File: src/rtl/tplf_pkg.sv
// ----------------------------------------------------------------------------
// tplf_pkg
// Shared types and constants of the two-port learning forwarder.
// ----------------------------------------------------------------------------
package tplf_pkg;

    localparam int MAC_W    = 48;
    localparam int ADDR_W   = 16;
    localparam int MARKER_W = 24;
    localparam int ACTION_W = 3;
    localparam int INDEX_W  = 6;
    localparam int KIND_W   = 2;

    localparam logic [MAC_W-1:0]    BCAST_MAC = {MAC_W{1'b1}};
    localparam logic [MARKER_W-1:0] MARK_CODE = 24'h232323;

    // command kinds handed from front to back
    localparam logic [KIND_W-1:0] KIND_LEARN  = 2'd0;
    localparam logic [KIND_W-1:0] KIND_LOOKUP = 2'd1;
    localparam logic [KIND_W-1:0] KIND_DROP   = 2'd2;

    // result action codes
    localparam logic [ACTION_W-1:0] ACT_LEARNED = 3'd0;
    localparam logic [ACTION_W-1:0] ACT_KNOWN   = 3'd1;
    localparam logic [ACTION_W-1:0] ACT_FULL    = 3'd2;
    localparam logic [ACTION_W-1:0] ACT_DROPPED = 3'd3;
    localparam logic [ACTION_W-1:0] ACT_FWD     = 3'd4;
    localparam logic [ACTION_W-1:0] ACT_NOROUTE = 3'd5;

    // configuration register indexes
    localparam logic REG_OWN_MAC0 = 1'b0;
    localparam logic REG_OWN_MAC1 = 1'b1;

    typedef struct packed {
        logic [KIND_W-1:0] kind;
        logic              port;   // table to search or fill
        logic [ADDR_W-1:0] key;    // address searched for
        logic [MAC_W-1:0]  mac;    // MAC to learn
    } cmd_t;

endpackage

File: src/rtl/tplf_front.sv
// ----------------------------------------------------------------------------
// tplf_front
// Accepts frame headers and classifies them into learn, lookup or drop.
// ----------------------------------------------------------------------------
module tplf_front
(
    input  logic                  s_tvalid,
    output logic                  s_tready,
    input  logic [151:0]          s_tdata,   // dest_mac, src_mac, dest_addr, src_addr, marker
    input  logic                  s_tuser,   // arrival_port
    input  logic [47:0]           own_mac0,
    input  logic [47:0]           own_mac1,
    input  logic                  q_full,
    output logic                  q_push,
    output tplf_pkg::cmd_t        q_cmd
);
    import tplf_pkg::*;

    logic [MAC_W-1:0]    dest_mac;
    logic [MAC_W-1:0]    src_mac;
    logic [ADDR_W-1:0]   dest_addr;
    logic [ADDR_W-1:0]   src_addr;
    logic [MARKER_W-1:0] marker;
    logic [MAC_W-1:0]    own_mac;

    assign dest_mac  = s_tdata[47:0];
    assign src_mac   = s_tdata[95:48];
    assign dest_addr = s_tdata[111:96];
    assign src_addr  = s_tdata[127:112];
    assign marker    = s_tdata[151:128];
    assign own_mac   = s_tuser ? own_mac1 : own_mac0;

    assign s_tready = !q_full;
    assign q_push   = s_tvalid && !q_full;

    always_comb
    begin
        q_cmd.mac = src_mac;
        priority if (dest_mac == BCAST_MAC && marker == MARK_CODE)
        begin
            q_cmd.kind = KIND_LEARN;
            q_cmd.port = s_tuser;
            q_cmd.key  = src_addr;
        end
        else if (dest_mac != own_mac)
        begin
            q_cmd.kind = KIND_DROP;
            q_cmd.port = s_tuser;
            q_cmd.key  = dest_addr;
        end
        else
        begin
            // search the table of the other port
            q_cmd.kind = KIND_LOOKUP;
            q_cmd.port = !s_tuser;
            q_cmd.key  = dest_addr;
        end
    end

endmodule

File: config.mk
export PLATFORM = sky130hd
export DESIGN_NAME = tplf_front
export DESIGN_NICKNAME = d
export VERILOG_FILES = /design/src/rtl/tplf_pkg.sv /design/src/rtl/tplf_front.sv
export SDC_FILE = /design/constraint.sdc
export NUM_CORES = 1
export LEC_CHECK = 0
export BUFFER_PORTS_ARGS = -buffer_cell sky130_fd_sc_hd__buf_2
export CAP_MARGIN = 15
export CORE_AREA = 2 2 124 126
export DETAILED_ROUTE_END_ITERATION = 12
export DIE_AREA = 0 0 126 128
export GPL_TIMING_DRIVEN = 0
export PLACE_DENSITY = 0.51
export REMOVE_ABC_BUFFERS = 1
export SYNTH_ARGS = -nofsm -noshare
export SYNTH_HDL_FRONTEND = slang
export SYNTH_SLANG_ARGS = --single-unit
File: constraint.sdc
create_clock -name vclk -period 2.9
set_input_delay 0.145 -clock vclk [all_inputs]
set_output_delay 0.145 -clock vclk [all_outputs]
set_load 0.1 [all_outputs]
==> impl_metrics.tcl <==
set metrics [dict create \
    final_area_sq_um 2910 \
    netlist_instances 213 \
    holdBufCountCts 0 \
    grt_pass1_wl_um 14800 \
    avgSynthCellArea_sq_um 8.71 \
    grt_pass1_vias 2216 \
    drc_errors 0 \
    switching_share 0.542 \
    hold_viol 0 \
    wl_um 11300 \
    seq_area_frac_synth 0 \
    hold_path_class "in2out" \
    drive_above_1_share 0.648 \
    wl_per_cell_um 19.7 \
    antenna_found_initial 0 \
    synth_cell_type_count 24 \
    crit_fanout 49 \
    endpoint_kind "output port" \
    path_class "in2out" \
    rsz0062_at_grt "no" \
    min_period_ns 2.76 \
    slew_headroom 0.554 \
    clkPwrFrac 0 \
    hpwl_um 10600 \
    port_buffers 224 \
    num_rows 45 \
    die_w_um 126 \
    multi_input_area_sq_um 1480 \
    final_cell_mix "214 x buf_2, 48 x mux2i_1, 48 x xnor2_1" \
    timing.fmax_mhz 363 \
    setup_violations 0 \
    drv_slew 0 \
    io_pins 320 \
    ir_drop_mv 0.0994 \
    grt_start_max_net_pins 50 \
    place_area_sq_um 2820 \
    comb_power_share 1.000 \
    tns_ns 0 \
    n_clock_buffer 0 \
    nFlopsAndLatches 0 \
    avgViaCountPerCell 3.96 \
    dr.pass1.iters 4 \
    critPathLaunchType "input pin" \
    dieArea_sq_um 16100 \
    gp_congestion 0.846 \
    vias 2271 \
    ant_nets 0 \
    p_per_area_nw_per_um2 162 \
    leakage_nw 1.45 \
    status "finished clean" \
    overflow 0 \
    min_period_over_period 0.951 \
    nets 639 \
    seq_area_sq_um 0 \
    grt_usage 0.128 \
    p_int_w 0.000216 \
    p_total_w 0.000472 \
    crit_arrival_ns 2.61 \
    area_delta_synth_final_pct 56.8 \
    critPathRequiredTime_ns 2.76 \
    drt_iter0_markers 58 \
    diodes 0 \
    layout_commonest_cell "buf_2" \
    worstMarginPinSlew_ns 0.663 \
    initial_utilization 0.125 \
    nFillCells 1732 \
    yosys_warnings 0 \
    power_switching_w 0.000256 \
    hold_slack_ns 0.290 \
    fp.dieH_um 128 \
    syn_area_sq_um 1860 \
    pwr-share-seq 0 \
    maxCapViolations 0 \
    core_sq_um 14900 \
]
## synth_stat cells (all sizes together)
cell	n	area share
buf	54	0.22
clkbuf	1	0.0020
inv	1	0.0020
mux2	16	0.12
mux2i	48	0.26
nand2	1	0.0020
nand4	12	0.040
nand4b	6	0.028
nand4bb	1	0.0061
nor2	2	0.0040
nor2b	1	0.0034
nor3	1	0.0027
nor4	17	0.069
or4	1	0.0040
or4b	1	0.0054
or4bb	1	0.0061
xnor2	48	0.23
xor2	1	0.0047
## path summary, 6_finish.rpt
check,from,end,slack [ns],cells after the start
setup / recovery,s_tuser,q_cmd[64],0.14,8
hold / removal,s_tdata[63],q_cmd[15],0.29,0
## area by class of cell
type                       count  area share
inverter                       1     0.00129
multi-input combinational    157       0.510
tap                          188      0.0808
timing repair buffer         228       0.408
## stage by stage
| stage | worst slack [ns] | cells | utilization |
|---|---|---|---|
| finish | 0.142 | 574 | 0.196 |
| global route | 0.00440 | 574 | 0.196 |
| CTS | 0.0527 | 574 | 0.194 |
| detailed placement | -0.525 | 571 | 0.189 |
| global placement | -0.994 | 570 | 0.188 |
| floorplan | -1.39 | 158 | - |
## critical path, cell delays in order
cell	delay, ns
buf_8	0.37
mux2i_1	0.31
xnor2_1	0.11
nor4_2	0.44
nand4_1	0.31
nor4_4	0.40
xor2_1	0.19
buf_4	0.31
## logic make-up (layout without fill, tap and decap cells)
| kind of cell | count (synthesis) | after routing | synth area share |
|---|---|---|---|
| xor gates and xnor gates | 49 | 49 | 0.231 |
| buffers and inverters | 56 | 229 | 0.223 |
| muxes | 64 | 64 | 0.374 |
| and+or+nand+nor | 44 | 44 | 0.171 |
## per-layer routing
layer	share of wire	routed length, um	vias to the layer above	track usage
met5	0.0066	75	-	0.0526
met4	0.0012	13	2	0.00129
met3	0.18	2010	4	0.0918
met2	0.41	4670	191	0.186
met1	0.40	4520	996	0.159
li1	-	-	1078	-
## power by group through the flow
stage	registers, W	clock network [W]	logic [W]
finish	0	0	0.000472
global route	0	0	0.000512
CTS	0	0	0.000481
detailed placement	0	0	0.000472
global placement	0	0	0.000471
floorplan	0	0	0.000256
## what timing repair did
item	in CTS	in global routing
pin swaps	1	0
setup buffers	3	0
resized for setup	8	16
setup endpoints to repair	19	9
Power figures use the tool's default switching activity.
