`config.mk`:
```
export PLATFORM = sky130hd
export DESIGN_NAME = tplf_queue
export DESIGN_NICKNAME = d
export VERILOG_FILES = /design/src/rtl/tplf_pkg.sv /design/src/rtl/tplf_queue.sv
export SDC_FILE = /design/constraint.sdc
export NUM_CORES = 1
export LEC_CHECK = 0
export BUFFER_PORTS_ARGS = -buffer_cell sky130_fd_sc_hd__buf_2
export CORE_MARGIN = 2
export CORE_UTILIZATION = 39
export CTS_CLUSTER_DIAMETER = 30
export CTS_CLUSTER_SIZE = 20
export DETAILED_ROUTE_END_ITERATION = 8
export GPL_ROUTABILITY_DRIVEN = 0
export GPL_TIMING_DRIVEN = 0
export REMOVE_ABC_BUFFERS = 1
export SLEW_MARGIN = 20
export SYNTH_ARGS = -nofsm -noshare
export SYNTH_HDL_FRONTEND = slang
export SYNTH_SLANG_ARGS = --single-unit
```
`constraint.sdc`:
```
create_clock -name clk -period 9.4 [get_ports clk]
set_input_delay 0.94 -clock clk [delete_from_list [all_inputs] [get_ports clk]]
set_output_delay 0.94 -clock clk [all_outputs]
set_load 0.02 [all_outputs]
```
`src/rtl/tplf_pkg.sv`:
```
// ----------------------------------------------------------------------------
// tplf_pkg
// Shared types and constants of the two-port learning forwarder.
// ----------------------------------------------------------------------------
package tplf_pkg;

    localparam int MAC_W    = 48;
    localparam int ADDR_W   = 16;
    localparam int MARKER_W = 24;
    localparam int ACTION_W = 3;
    localparam int INDEX_W  = 6;
    localparam int KIND_W   = 2;

    localparam logic [MAC_W-1:0]    BCAST_MAC = {MAC_W{1'b1}};
    localparam logic [MARKER_W-1:0] MARK_CODE = 24'h232323;

    // command kinds handed from front to back
    localparam logic [KIND_W-1:0] KIND_LEARN  = 2'd0;
    localparam logic [KIND_W-1:0] KIND_LOOKUP = 2'd1;
    localparam logic [KIND_W-1:0] KIND_DROP   = 2'd2;

    // result action codes
    localparam logic [ACTION_W-1:0] ACT_LEARNED = 3'd0;
    localparam logic [ACTION_W-1:0] ACT_KNOWN   = 3'd1;
    localparam logic [ACTION_W-1:0] ACT_FULL    = 3'd2;
    localparam logic [ACTION_W-1:0] ACT_DROPPED = 3'd3;
    localparam logic [ACTION_W-1:0] ACT_FWD     = 3'd4;
    localparam logic [ACTION_W-1:0] ACT_NOROUTE = 3'd5;

    // configuration register indexes
    localparam logic REG_OWN_MAC0 = 1'b0;
    localparam logic REG_OWN_MAC1 = 1'b1;

    typedef struct packed {
        logic [KIND_W-1:0] kind;
        logic              port;   // table to search or fill
        logic [ADDR_W-1:0] key;    // address searched for
        logic [MAC_W-1:0]  mac;    // MAC to learn
    } cmd_t;

endpackage

```
`src/rtl/tplf_queue.sv`:
```
// ----------------------------------------------------------------------------
// tplf_queue
// Two-entry command queue between front and back.
// ----------------------------------------------------------------------------
module tplf_queue
(
    input  logic           clk,
    input  logic           rst_n,
    input  logic           push,
    input  tplf_pkg::cmd_t push_cmd,
    output logic           full,
    input  logic           pop,
    output logic           valid,
    output tplf_pkg::cmd_t pop_cmd
);
    import tplf_pkg::*;

    cmd_t       entry_reg [2];
    logic       wr_ptr_reg;
    logic       wr_ptr_next;
    logic       rd_ptr_reg;
    logic       rd_ptr_next;
    logic [1:0] fill_reg;
    logic [1:0] fill_next;

    assign full    = (fill_reg == 2'd2);
    assign valid   = (fill_reg != 2'd0);
    assign pop_cmd = entry_reg[rd_ptr_reg];

    always_comb
    begin
        wr_ptr_next = push ? !wr_ptr_reg : wr_ptr_reg;
        rd_ptr_next = pop ? !rd_ptr_reg : rd_ptr_reg;
        fill_next   = fill_reg + {1'b0, push} - {1'b0, pop};
    end

    always_ff @(posedge clk or negedge rst_n)
    begin
        if (!rst_n)
        begin
            wr_ptr_reg <= 1'b0;
            rd_ptr_reg <= 1'b0;
            fill_reg   <= 2'd0;
        end
        else
        begin
            wr_ptr_reg <= wr_ptr_next;
            rd_ptr_reg <= rd_ptr_next;
            fill_reg   <= fill_next;
        end
    end

    always_ff @(posedge clk)
    begin
        if (push)
        begin
            entry_reg[wr_ptr_reg] <= push_cmd;
        end
    end

endmodule

```
==> metrics.md <==
| Metric | Value |
|---|---|
| Slew @ Worst Pin | `0.676 ns` |
| Sequential element share of the synthesized area | `0.805` |
| Distinct cells, synth | `14` |
| Final Hold Viols | `0` |
| Max FFs per register | `134` |
| CTS Buffer Depth | `2` |
| Pre-antenna DRT Iters | `4` |
| Antenna Violating Nets Remaining | `0` |
| Vias per inst | `4.55` |
| Fmax | `331 MHz` |
| DRC errors left | `0` |
| Layout Cells excl Fill | `563` |
| Vias in the first global route | `2,736` |
| Final core utilization | `0.523` |
| Top cell type's share of synthesized area | `0.785` |
| Pwr per Cell Area | `327 nW/um2` |
| Worst Skew | `between 0.005 and 0.006 ns` |
| CTS resizes | `0` |
| Global Route Usage Sum | `0.130` |
| CP arrival | `between 2 and 2.5 ns` |
| Synth warn | `0` |
| CP required | `between 8 and 9 ns` |
| RSZ-0062 raised after global routing | `no` |
| Core Area | `12,700 um2` |
| Initial antenna violation count | `0` |
| Cts bufs inserted | `17` |
| Row count | `41` |
| Crit path capture type | `output pin` |
| Initial Utilization | `0.403` |
| Cells after DPL | `531` |
| First-iteration detailed-routing DRC count | `approximately 120` |
| TritonCTS clock tree | `done` |
| Endpoints failing setup | `0` |
| CTS Sinks | `138` |
| Critical path class | `reg2out` |
| Final wirelength | `8540 um` |
| Post-CTS setup buffer count | `0` |
| Worst hold slack | `around 0.33 ns` |
| Latest clock arrival within the worst-skew pair | `around 0.41 ns` |
| Kind of start point of the critical path | `flip-flop` |
| Total global routing overflow | `0` |
| Clk slew on worst S/H paths | `about 0.06 ns` |
| Share of cells above drive strength 1 | `0.619` |
| Slew headroom | `0.548` |
| Root buffer cell | `clkbuf_16` |
| NumNets Final | `~450` |
| First-pass GRT wire length | `13,600 um` |
| Post-Syn Instances | `224` |
| I/O Pins | `140` |
| Synth Area per Inst | `between 20 and 25 um2` |
| Peak VDD IR | `0.206 mV` |
| Max-Cap Viols | `0` |
| Die width | `119 um` |
| Port Buffers | `139` |
| H-tree Lvls | `4` |
| Setup TNS Final | `0 ns` |
| Die Area | `14,100 um2` |
| Die height | `119 um` |
| Diode count | `0` |
| Largest fanout on the critical path | `37` |
| CP cell instances | `buf_12 -> mux2_2 -> buf_2` |
| DPL Wire Length | `5560 um` |
| Synth area leaders | `edfxtp_1 (79%), mux2_2 (10%), mux2_4 (5.9%)` |
| Worst min-delay path category | `in2async` |
| Area growth, synth to finish | `29.9%` |
| #FFs+latches synth | `138` |
| Synthesized area | `between 5000 and 6000 um2` |
| Largest net degree at the start of global routing | `38` |
| Vias | `2,560` |
| Synth area leader | `edfxtp_1` |
| Routed WL per cell | `15.2 um` |
| CP max stage cell | `dfrtp_4` |
| Hold_buf cts | `0` |
| Status | `finished clean` |
| Crit path time final | `just over 3 ns` |
| CP max stage delay | `a little over 0.8 ns` |
| Leakage power figure | `2.59 nW` |
| Final Max Slew Viols | `0` |
| Period utilization | `0.321` |
per-layer routing:
metal | GRT usage | routed length, um | vias to the layer above
met4 | 0.0670 | 160 | 0
met3 | 0.0637 | 741 | 13
met2 | 0.202 | 4210 | 102
li1 | - | - | 1197
met5 | 0 | 0 | -
met1 | 0.148 | 3440 | 1248
area by class of cell:
class	instances	area, um2
Fill cell	1081	6070
Sequential cell	138	4130
Multi-Input combinational cell	76	931
Timing Repair Buffer	143	776
Clock buffer	24	482
Tap cell	172	215
Clock inverter	8	118
Inverter	2	7.51
critical path: cells and delay by family, from the launching register on:
kind	cells	cell delay, ns
multiplexers	1	0.37
flip-flops	1	0.81
buffers and inverters	2	0.47
report_power, final:
group          switching [mW]  internal [mW]  total, mW
Sequential             0.0635          0.818      0.882
Clock                   0.225          0.436      0.661
Combinational           0.350          0.283      0.634
worst paths after layout:
check	cells past startpoint	slack (ns)	to	startpoint
min reg2reg	1	0.55	wr_ptr_reg	wr_ptr_reg
min	1	0.33	fill_reg[0]	rst_n
max in group asynchronous	1	8.94	rd_ptr_reg	rst_n
max	3	6.38	pop_cmd[62]	rd_ptr_reg
max reg2reg	3	7.61	entry_reg[0][39]	wr_ptr_reg
min in group clk	1	0.55	wr_ptr_reg	wr_ptr_reg
cell usage after synthesis (all sizes together):
cell / number
edfxtp: 134
mux2: 67
buf: 8
dfrtp: 4
ha: 2
inv: 2
nor2b: 2
xor2: 2
and2: 1
or2: 1
xor3: 1
layout by cell type (no fill, tap or decap), drive strengths merged, types with 2 or more instances in the layout:
master  count
mux2       67
buf       143
clkinv      4
dfrtp       4
edfxtp    134
ha          2
nor2b       2
inv         2
xor2        2
clkbuf     24
bufinv      3
metrics by stage:
| step | power, mW | setup WS (ns) | cell area, um2 |
|---|---|---|---|
| final | 2.18 | 6.38 | 6660 |
| after CTS | 2.21 | 6.32 | 6660 |
| after global placement | 1.55 | 3.05 | 5960 |
| after detailed placement | 1.54 | 6.79 | 6060 |
| after floorplan | 1.33 | 5.02 | 5050 |
| after global routing | 2.28 | 6.28 | 6660 |
cell families after synthesis:
logic type | Yosys count | synth area share
adder cells (fa/ha/maj) | 2 | 0.00488
buffers and inverters | 10 | 0.0156
XOR/XNOR | 3 | 0.00806
flip-flops | 138 | 0.805
AND/OR/NAND/NOR | 4 | 0.00488
multiplexers | 67 | 0.162
Note: power is estimated with default switching activity, not from simulation.
